===== src/design/tls_record_deframer_defines.svh =====
// Assertion macros shared by the record deframer RTL.
// Each macro expects clk_i and rst_ni to be visible where it is used.
`ifndef TLS_RECORD_DEFRAMER_DEFINES_SVH
`define TLS_RECORD_DEFRAMER_DEFINES_SVH

// Same-cycle implication, checked outside reset.
`define TLSD_ASSERT_IMP(lbl, ante, cons, msg) \
  lbl: assert property (@(posedge clk_i) disable iff (!rst_ni) (ante) |-> (cons)) \
    else $error(msg);

// Next-cycle implication, checked outside reset.
`define TLSD_ASSERT_NXT(lbl, ante, cons, msg) \
  lbl: assert property (@(posedge clk_i) disable iff (!rst_ni) (ante) |=> (cons)) \
    else $error(msg);

`endif


===== src/design/tlsd_pkg.sv =====
// Package for the record deframer: constants, codes and shared types.
// Used by every RTL module of the block; depends on nothing.
package tlsd_pkg;

  localparam int unsigned HDR_DEPTH = 13;
  localparam int unsigned HDR_CNT_W = $clog2(HDR_DEPTH + 1);

  localparam logic [HDR_CNT_W-1:0] TLS_HEAD_CNT  = HDR_CNT_W'(5);
  localparam logic [HDR_CNT_W-1:0] DTLS_HEAD_CNT = HDR_CNT_W'(HDR_DEPTH);

  localparam logic [15:0] MAX_RECORD_LEN = 16'(16384 + 2048);
  localparam logic [7:0]  TYPE_LOW       = 8'd20;
  localparam logic [7:0]  TYPE_HIGH      = 8'd23;
  localparam logic [6:0]  MAC_LEN_RESET  = 7'd20;

  typedef enum logic [1:0] {
    PH_HEADER  = 2'd0,
    PH_PAYLOAD = 2'd1,
    PH_SKIP    = 2'd2,
    PH_HALT    = 2'd3
  } phase_e;

  typedef enum logic [2:0] {
    ST_OK       = 3'd0,
    ST_BAD_TYPE = 3'd1,
    ST_OVERFLOW = 3'd2,
    ST_SHORT    = 3'd3,
    ST_STALE    = 3'd4
  } status_e;

  typedef enum logic [1:0] {
    CFG_DTLS_MODE  = 2'd0,
    CFG_MAC_LENGTH = 2'd1,
    CFG_READ_EPOCH = 2'd2
  } cfg_idx_e;

  typedef logic [HDR_DEPTH-1:0][7:0] hdr_bytes_t;

  typedef struct packed {
    status_e     status;
    logic        fatal;
    logic        skip;
    logic [63:0] seq;
    logic [7:0]  content_type;
    logic [15:0] version;
    logic [15:0] length;
  } hdr_info_t;

  typedef struct packed {
    logic        is_payload;
    status_e     status;
    logic [7:0]  content_type;
    logic [15:0] version;
    logic [15:0] record_length;
    logic [63:0] record_sequence;
    logic [7:0]  payload_byte;
    logic        last;
  } result_t;

endpackage


===== src/design/tls_record_deframer.sv =====
// Record deframer for TLS and DTLS byte streams: input register, record state
// machine and header checks, result register. Depends on tlsd_pkg,
// tlsd_hdr_check, tlsd_out_reg and tls_record_deframer_defines.svh.
//
// Usage: stream bytes enter on in_valid_i/in_stall_o, one word per byte.
// Each byte is held in an input register, decoded in the next cycle and, if
// it causes a result, written into the result register, whose word is then
// offered on out_valid_o until the receiver takes it. A header word
// follows the last header byte; payload words follow their bytes one for one.
// One byte is taken every cycle as long as the receiver takes results; the
// figure is set by the single decode stage between the two registers.
// When the receiver stalls with a result waiting, the input register fills
// and in_stall_o rises in the same cycle as a byte that would need the result
// register; bytes that yield no result (header bytes, skipped payload) still
// drain. Configuration writes are always taken (cfg_ready_o is tied high) and
// are meant for idle periods. Reset clears the registers to their defaults
// (mac_length 20) and returns the block to header collection; after a fatal
// header error the block accepts and drops all bytes until reset.
`include "tls_record_deframer_defines.svh"

module tls_record_deframer import tlsd_pkg::*; (
  input  logic        clk_i,
  input  logic        rst_ni,
  input  logic        cfg_valid_i,
  output logic        cfg_ready_o,
  input  logic [1:0]  cfg_index_i,
  input  logic [15:0] cfg_data_i,
  input  logic        in_valid_i,
  output logic        in_stall_o,
  input  logic [7:0]  stream_byte_i,
  output logic        out_valid_o,
  input  logic        out_stall_i,
  output logic        is_payload_o,
  output logic [2:0]  status_o,
  output logic [7:0]  content_type_o,
  output logic [15:0] version_o,
  output logic [15:0] record_length_o,
  output logic [63:0] record_sequence_o,
  output logic [7:0]  payload_byte_o,
  output logic        last_o
);

  logic                 dtls_mode_q;
  logic [6:0]           mac_length_q;
  logic [15:0]          read_epoch_q;

  logic                 byte_valid_q, byte_valid_d;
  logic [7:0]           byte_q;

  phase_e               phase_q, phase_d;
  logic [HDR_CNT_W-1:0] hdr_cnt_q, hdr_cnt_d;
  hdr_bytes_t           hdr_q;
  logic [15:0]          rem_q, rem_d;
  logic [63:0]          read_seq_q, read_seq_d;

  logic [HDR_CNT_W-1:0] head_cnt;
  logic [HDR_CNT_W-1:0] cnt_inc;
  logic                 hdr_done;
  hdr_bytes_t           hdr_view;
  hdr_info_t            info;
  logic [15:0]          rem_dec;

  logic                 produce;
  logic                 advance;
  logic                 accept_in;
  logic                 out_free;
  result_t              res_d;
  result_t              res_q;

  // Configuration registers.
  assign cfg_ready_o = 1'b1;

  always_ff @(posedge clk_i or negedge rst_ni) begin
    if (!rst_ni) begin
      dtls_mode_q  <= 1'b0;
      mac_length_q <= MAC_LEN_RESET;
      read_epoch_q <= '0;
    end else if (cfg_valid_i && cfg_ready_o) begin
      unique case (cfg_index_i)
        CFG_DTLS_MODE:  dtls_mode_q  <= cfg_data_i[0];
        CFG_MAC_LENGTH: mac_length_q <= cfg_data_i[6:0];
        CFG_READ_EPOCH: read_epoch_q <= cfg_data_i;
        default: ;
      endcase
    end
  end

  // Input register.
  assign in_stall_o   = byte_valid_q && !advance;
  assign accept_in    = in_valid_i && !in_stall_o;
  assign byte_valid_d = accept_in || (byte_valid_q && !advance);

  always_ff @(posedge clk_i or negedge rst_ni) begin
    if (!rst_ni) begin
      byte_valid_q <= 1'b0;
    end else begin
      byte_valid_q <= byte_valid_d;
    end
  end

  always_ff @(posedge clk_i) begin
    if (accept_in) begin
      byte_q <= stream_byte_i;
    end
  end

  // Header view with the current byte laid over the stored entries.
  assign head_cnt = dtls_mode_q ? DTLS_HEAD_CNT : TLS_HEAD_CNT;
  assign cnt_inc  = hdr_cnt_q + HDR_CNT_W'(1);
  assign hdr_done = (cnt_inc >= head_cnt);
  assign rem_dec  = rem_q - 16'd1;

  always_comb begin
    for (int i = 0; i < HDR_DEPTH; i++) begin
      hdr_view[i] = (hdr_cnt_q == HDR_CNT_W'(i)) ? byte_q : hdr_q[i];
    end
  end

  tlsd_hdr_check u_hdr_check (
    .hdr_i        (hdr_view),
    .dtls_mode_i  (dtls_mode_q),
    .mac_length_i (mac_length_q),
    .read_epoch_i (read_epoch_q),
    .read_seq_i   (read_seq_q),
    .info_o       (info)
  );

  // Record state machine: next state and result word.
  always_comb begin
    phase_d    = phase_q;
    hdr_cnt_d  = hdr_cnt_q;
    rem_d      = rem_q;
    read_seq_d = read_seq_q;
    produce    = 1'b0;
    res_d      = '0;
    unique case (phase_q)
      PH_HEADER: begin
        hdr_cnt_d = cnt_inc;
        if (hdr_done) begin
          hdr_cnt_d                 = '0;
          produce                   = 1'b1;
          res_d.status              = info.status;
          res_d.content_type        = info.content_type;
          res_d.version             = info.version;
          res_d.record_length       = info.length;
          res_d.record_sequence     = info.seq;
          res_d.last                = (info.status != ST_OK) || (info.length == 16'd0);
          read_seq_d                = info.seq;
          if (info.fatal) begin
            phase_d = PH_HALT;
          end else begin
            rem_d = info.length;
            if (!info.skip) begin
              read_seq_d = info.seq + 64'd1;
            end
            if (info.length == 16'd0) begin
              phase_d = PH_HEADER;
            end else begin
              phase_d = info.skip ? PH_SKIP : PH_PAYLOAD;
            end
          end
        end
      end
      PH_PAYLOAD: begin
        produce            = 1'b1;
        rem_d              = rem_dec;
        res_d.is_payload   = 1'b1;
        res_d.payload_byte = byte_q;
        res_d.last         = (rem_dec == 16'd0);
        if (rem_dec == 16'd0) begin
          phase_d = PH_HEADER;
        end
      end
      PH_SKIP: begin
        rem_d = rem_dec;
        if (rem_dec == 16'd0) begin
          phase_d = PH_HEADER;
        end
      end
      PH_HALT: begin
      end
      default: begin
      end
    endcase
  end

  // A byte moves on when it needs no result slot or the slot is free.
  assign advance = byte_valid_q && (!produce || out_free);

  always_ff @(posedge clk_i or negedge rst_ni) begin
    if (!rst_ni) begin
      phase_q    <= PH_HEADER;
      hdr_cnt_q  <= '0;
      rem_q      <= '0;
      read_seq_q <= '0;
    end else if (advance) begin
      phase_q    <= phase_d;
      hdr_cnt_q  <= hdr_cnt_d;
      rem_q      <= rem_d;
      read_seq_q <= read_seq_d;
    end
  end

  always_ff @(posedge clk_i) begin
    for (int i = 0; i < HDR_DEPTH; i++) begin
      if (advance && (phase_q == PH_HEADER) && (hdr_cnt_q == HDR_CNT_W'(i))) begin
        hdr_q[i] <= byte_q;
      end
    end
  end

  tlsd_out_reg u_out_reg (
    .clk_i       (clk_i),
    .rst_ni      (rst_ni),
    .load_i      (advance && produce),
    .data_i      (res_d),
    .out_stall_i (out_stall_i),
    .free_o      (out_free),
    .valid_o     (out_valid_o),
    .data_o      (res_q)
  );

  assign is_payload_o      = res_q.is_payload;
  assign status_o          = res_q.status;
  assign content_type_o    = res_q.content_type;
  assign version_o         = res_q.version;
  assign record_length_o   = res_q.record_length;
  assign record_sequence_o = res_q.record_sequence;
  assign payload_byte_o    = res_q.payload_byte;
  assign last_o            = res_q.last;

  `TLSD_ASSERT_IMP(a_hdr_cnt_range, 1'b1, hdr_cnt_q < DTLS_HEAD_CNT,
    "header count ran past the longest header")
  `TLSD_ASSERT_NXT(a_halt_sticky, phase_q == PH_HALT, phase_q == PH_HALT,
    "block left the halted phase without reset")
  `TLSD_ASSERT_IMP(a_payload_left, phase_q == PH_PAYLOAD || phase_q == PH_SKIP,
    rem_q != 16'd0, "payload phase entered with no bytes remaining")
  `TLSD_ASSERT_IMP(a_error_last, out_valid_o && !is_payload_o && status_o != ST_OK,
    last_o, "error header result without last marker")

endmodule


===== src/design/tlsd_hdr_check.sv =====
// Header decode and checking for the record deframer.
// Depends on tlsd_pkg; purely combinational.
module tlsd_hdr_check import tlsd_pkg::*; (
  input  hdr_bytes_t  hdr_i,
  input  logic        dtls_mode_i,
  input  logic [6:0]  mac_length_i,
  input  logic [15:0] read_epoch_i,
  input  logic [63:0] read_seq_i,
  output hdr_info_t   info_o
);

  logic [7:0]  ctype;
  logic [15:0] length;
  logic [63:0] hdr_seq;
  logic        bad_type;
  logic        epoch_ok;
  logic        load_seq;

  assign ctype    = hdr_i[0];
  assign length   = dtls_mode_i ? {hdr_i[11], hdr_i[12]} : {hdr_i[3], hdr_i[4]};
  assign hdr_seq  = {hdr_i[3], hdr_i[4], hdr_i[5], hdr_i[6],
                     hdr_i[7], hdr_i[8], hdr_i[9], hdr_i[10]};
  assign bad_type = (ctype < TYPE_LOW) || (ctype > TYPE_HIGH);
  assign epoch_ok = ({hdr_i[3], hdr_i[4]} == read_epoch_i);
  assign load_seq = !bad_type && dtls_mode_i && epoch_ok;

  always_comb begin
    info_o              = '0;
    info_o.content_type = ctype;
    info_o.version      = {hdr_i[1], hdr_i[2]};
    info_o.length       = length;
    info_o.seq          = load_seq ? hdr_seq : read_seq_i;
    info_o.skip         = dtls_mode_i && !epoch_ok;
    // The order of these checks decides which status a faulty header reports.
    priority if (bad_type) begin
      info_o.status = ST_BAD_TYPE;
      info_o.fatal  = 1'b1;
    end else if (length > MAX_RECORD_LEN) begin
      info_o.status = ST_OVERFLOW;
      info_o.fatal  = 1'b1;
    end else if (info_o.skip) begin
      info_o.status = ST_STALE;
    end else if (length < {9'd0, mac_length_i}) begin
      info_o.status = ST_SHORT;
      info_o.fatal  = 1'b1;
    end else begin
      info_o.status = ST_OK;
    end
  end

endmodule


===== src/design/tlsd_out_reg.sv =====
// Result register of the record deframer, holding one word for the receiver.
// Depends on tlsd_pkg for the result type.
module tlsd_out_reg import tlsd_pkg::*; (
  input  logic    clk_i,
  input  logic    rst_ni,
  input  logic    load_i,
  input  result_t data_i,
  input  logic    out_stall_i,
  output logic    free_o,
  output logic    valid_o,
  output result_t data_o
);

  logic    valid_q, valid_d;
  result_t data_q;

  // The register can take a new word when empty or when its word leaves now.
  assign free_o  = !valid_q || !out_stall_i;
  assign valid_d = load_i || (valid_q && out_stall_i);

  always_ff @(posedge clk_i or negedge rst_ni) begin
    if (!rst_ni) begin
      valid_q <= 1'b0;
    end else begin
      valid_q <= valid_d;
    end
  end

  always_ff @(posedge clk_i) begin
    if (load_i) begin
      data_q <= data_i;
    end
  end

  assign valid_o = valid_q;
  assign data_o  = data_q;

endmodule


===== config.mk =====
export PLATFORM = sky130hd
export DESIGN_NAME = tls_record_deframer
export DESIGN_NICKNAME = d
export VERILOG_FILES = /design/src/design/tlsd_pkg.sv /design/src/design/tls_record_deframer.sv /design/src/design/tlsd_hdr_check.sv /design/src/design/tlsd_out_reg.sv
export VERILOG_INCLUDE_DIRS = /design/src /design/src/design
export SDC_FILE = /design/constraint.sdc
export NUM_CORES = 1
export LEC_CHECK = 0
export ABC_AREA = 0
export BUFFER_PORTS_ARGS = -buffer_cell sky130_fd_sc_hd__buf_2
export CAP_MARGIN = 0
export CORE_MARGIN = 2
export CORE_UTILIZATION = 50
export DETAILED_ROUTE_END_ITERATION = 12
export MAX_ROUTING_LAYER = met4
export PLACE_DENSITY_LB_ADDON = 0.25
export SLEW_MARGIN = 10
export SYNTH_ARGS = -nofsm -noshare
export SYNTH_HDL_FRONTEND = slang
export SYNTH_SLANG_ARGS = --single-unit

===== constraint.sdc =====
create_clock -name clk_i -period 17.3 [get_ports clk_i]
set_input_delay 1.73 -clock clk_i [delete_from_list [all_inputs] [get_ports clk_i]]
set_output_delay 1.73 -clock clk_i [all_outputs]
set_load 0.005 [all_outputs]

==> flow_summary_export.csv <==
group,metric,value,unit
grt,antenna_found_initial,1,
yosys,yosys.area.top_type_share,34.68,%
route,wl_per_cell,22.42,microns
grt,met3_usage,3.516,%
yosys,combinational_family_with_the_most_area_after_synthesis,"simple AND/OR/NAND/NOR gates",
floorplanning,top_level_ports,151,
route,drc_violation_count_after_routing,0,
power,clkPwrFrac,34.2,%
power,p_switching,0.8179,mW
clock_network,clock_tree_from_tritoncts,"built",
worst_setup_path,arrival,7.87,ns
yosys,synth-warning-count,0,
grt,grt.met2_usage,45.03,%
worst_setup_path,reg2reg_setup_slack,9.85,ns
clock_network,cts.hold.buffers_added,0,
placed_design,placement.io_buffers,149,
placed_design,dp_hpwl,40790,microns
yosys,synth_enable_flop_cells,229,
floorplanning,core_area,0.03892,sq mm
grt,grt_first_pass_wirelength,91940,microns
grt,grt-ovfl-total,0,
worst_setup_path,startpoint_type,"flip-flop",
route,detailedRoute.firstIterationViolations,1807,
clock_network,tritoncts_num_sinks,341,
worst_hold_path,hold_start,"mac_length_q[5]",
timing,max_freq,134.3,MHz
timing,final_min_period_over_clock_period,43.04,%
yosys,ys_seq_area_share,48.82,%
run_status,run_status,"completed",
timing,maxSlewViolCount,0,
worst_hold_path,worst_hold_path.endpoint,"mac_length_q[5]",
placed_design,preCtsSetupSlack,10.35,ns
worst_setup_path,worstSetupPathType,"flip-flop to flip-flop",
floorplanning,die_area,0.04127,sq mm
clock_network,clock-root-buffer,"clkbuf_16",
yosys,syn_nets,2087,
power,ir_drop,0.07668,mV
yosys,synthesis.instances,2038,
clock_network,max-clock-path-buffers,3,
timing,final-setup-viol-count,0,
yosys,yosys.area.top_type,"edfxtp_1",
worst_setup_path,worst_path_most_repeated_cell,"nand4_1",
timing,finalHoldViolCount,0,
floorplanning,core.rowCount,72,
final_layout,ff_latch_area,0.009682,sq mm
worst_hold_path,hold_crit_depth,1,
power,post-layout-total-power,2.556,mW
yosys,synth_ff_type,"edfxtp_1",
worst_setup_path,timing.critical_path.to_type,"flip-flop",
worst_hold_path,hold_crit_class,"flip-flop to flip-flop",
timing,tightestPinTransition,1.136,ns
floorplanning,die_h,203.2,microns
final_layout,layout.nets,2168,
grt,met1_usage,41.13,%
power,power.sequential.fraction,41.9,%
yosys,async_flop_share,32.84,%
yosys,ys_seq_elements,341,
final_layout,multi_input_area,0.009405,sq mm
yosys,ys_top_cells_by_area,"edfxtp_1 (35%), dfrtp_1 (14%), mux2i_1 (6.9%)",
yosys,synth.area.mux_share,9.559,%
power,combinationalPowerShare,24.0,%
yosys,synth_cell_type_count,97,
final_layout,antennaDiodeCount,0,
final_layout,share_of_cells_above_drive_strength_1,15.40,%
worst_setup_path,cp_data_required_time,17.73,ns
clock_network,cts_setup_buffers,0,
clock_network,worst_skew_pair.late_latency,0.57,ns
route,viasPerCell,6.302,
yosys,synth_compound_gate_area_share,14.40,%
job,max_cap_viol_count,0,
grt,grt_start_max_net_pins,159,
yosys,synth_simple_gate_area_share,21.08,%
grt,grt_usage,29.56,%
grt,grt_most_used_layer,"met2",
yosys,synth_xor_xnor_area_share,1.060,%
route,wirelength_routed,59790,microns
grt,grt_pass1_vias,15722,
worst_setup_path,critical_path.slowest_cell,"dfrtp_1",
timing,timing.slew.headroom,24.25,%
timing,final_period_minus_worst_setup_slack,7.445,ns
clock_network,cts.repair.resized,0,
yosys,synth_adder_area_share,1.136,%
final_layout,area_overhead_of_the_layout_relative_to_synthesis,12.03,%
clock_network,clk_pin_slew_worst_paths,0.06,ns
route,drt_pass1_iterations,5,
placed_design,placer_congestion_estimate,0.9620,
power,power.leakage,8.503,nW
clock_network,h-tree-depth,2,
floorplanning,dieWidth,203.2,microns
timing,worst_case_setup_margin_in_the_final_layout,9.855,ns
route,drtAntennaViolNets,0,
power,pwr_density_cell,115.1,mW/mm^2
worst_setup_path,critical-path-max-stage-delay,0.91,ns
worst_setup_path,cells_along_the_critical_path,"nand3b_1 -> mux2i_1 -> o22ai_1 -> a211oi_2 -> nand4_1 -> buf_12 -> o21ai_0 -> ha_1 -> and3_1 -> nand3_1 -> or3_1 -> mux2i_2 -> nand4_1 -> or4_1 -> a31oi_1 -> a21oi_1",
floorplanning,start_util,50.95,%
timing,setup_skew,0.02315,ns
yosys,synth.avg_cell_area,9.730,sq um
final_layout,fillcell_total,3485,
worst_setup_path,r2r_cells,16,
timing,rsz_0062_raised_after_global_routing,"false",
timing,finalSetupTns,0,ns
worst_setup_path,crit-reg2reg-launch,"hdr_cnt_q[2]",
clock_network,cts_buffers,40,
power,intPower,1.738,mW
route,routed-via-count,16807,
worst_setup_path,path_max_fanout,158,
power,netSwitchingFraction,32.00,%
yosys,synthesis.area,0.01983,sq mm
worst_setup_path,r2r-end,"read_seq_q[56]",
worst_setup_path,timing.critical_path.from,"hdr_cnt_q[2]",
-- sequential cells by signal, summed over array words and instances, names as in the netlist --
name and flops:
byte_q 8, rem_q 16, byte_valid_q 1, hdr_cnt_q 4
mac_length_q 7, read_seq_q 64, hdr_q 104, u_out_reg.data_o 117
read_epoch_q 16, phase_q 2, u_out_reg.valid_o 1, dtls_mode_q 1
-- routing by layer --
layer | vias up | share of wire, %
li1 | 7702 | -
met1 | 8257 | 44
met2 | 733 | 46
met3 | 115 | 7.0
met4 | 0 | 3.0
met5 | - | 0
-- logic make-up after synthesis --
| kind of cell | Yosys count |
|---|---|
| simple gates | 833 |
| compound gates | 455 |
| flops | 341 |
| mux | 183 |
| buf+inv | 183 |
| xor+xnor | 24 |
| fa+ha+maj | 18 |
| other cells | 1 |
-- power groups by stage --
stage,Clock (mW),Combinational [mW],Sequential (mW)
3_3_place_gp,0,0.594,1.08
3_5_place_dp,0,0.607,1.09
6_report,0.873,0.613,1.07
2_1_floorplan,0,0.412,1.08
4_1_cts,0.886,0.612,1.07
5_1_grt,0.915,0.666,1.08
-- through the flow --
step                util [%]  instance area, sq um  instances  hold slack [ns]
detailed placement     53.61                 20860       2595           0.4942
global route           57.08                 22220       2667           0.5180
global placement       53.61                 20860       2595           0.4829
CTS                    57.08                 22220       2667           0.5073
floorplan                  -                 19830       2038           0.4636
finish                 57.08                 22220       2667           0.5029
-- cell type report --
cell class,count,area share [%]
Clock inverter,22,1.126
Timing Repair Buffer,174,4.269
Clock buffer,50,4.956
Inverter,48,0.8110
Sequential cell,341,43.58
Multi-Input combinational cell,1514,42.34
Tap cell,518,2.917
-- worst max-delay path by stage --
stage                          end  slack, ns  depth (start not counted)
4_1_cts             read_seq_q[40]      10.32                         17
3_5_place_dp        read_seq_q[56]      10.35                         17
6_report            read_seq_q[56]       9.85                         16
2_1_floorplan  u_out_reg.data_o[0]       9.79                         11
3_3_place_gp        read_seq_q[56]      10.62                         17
5_1_grt             read_seq_q[56]       9.61                         16
-- Yosys cell counts (all sizes together), types with 25 or more instances --
library cell,count
a21oi,136
a31oi,27
and2,27
and3,34
buf,58
clkbuf,77
dfrtp,110
edfxtp,229
inv,46
mux2,45
mux2i,138
nand2,224
nand3,94
nand4,42
nor2,222
nor4,32
o21ai,144
or3,25
-- cell usage in the layout (no fill, tap or decap), drive strengths merged, types with 34 or more instances in the layout --
cell type,instances
a21oi,136
nor2,222
buf,174
mux2i,138
edfxtp,229
nand4,42
nand2,224
dfrtp,110
nand3,94
inv,47
and3,34
mux2,45
clkbuf,50
o21ai,144
-- worst max-delay path, delay by kind of cell, from the launching register on --
kind	cells	cell delay, ns
muxes	2	1.42
and+or+nand+nor	7	2.97
buffers and inverters	1	0.26
DFF	1	0.91
AOI/OAI and AO/OA	5	1.19
adders and majority gates	1	0.25
No activity file was read; power rests on OpenSTA's default activity.
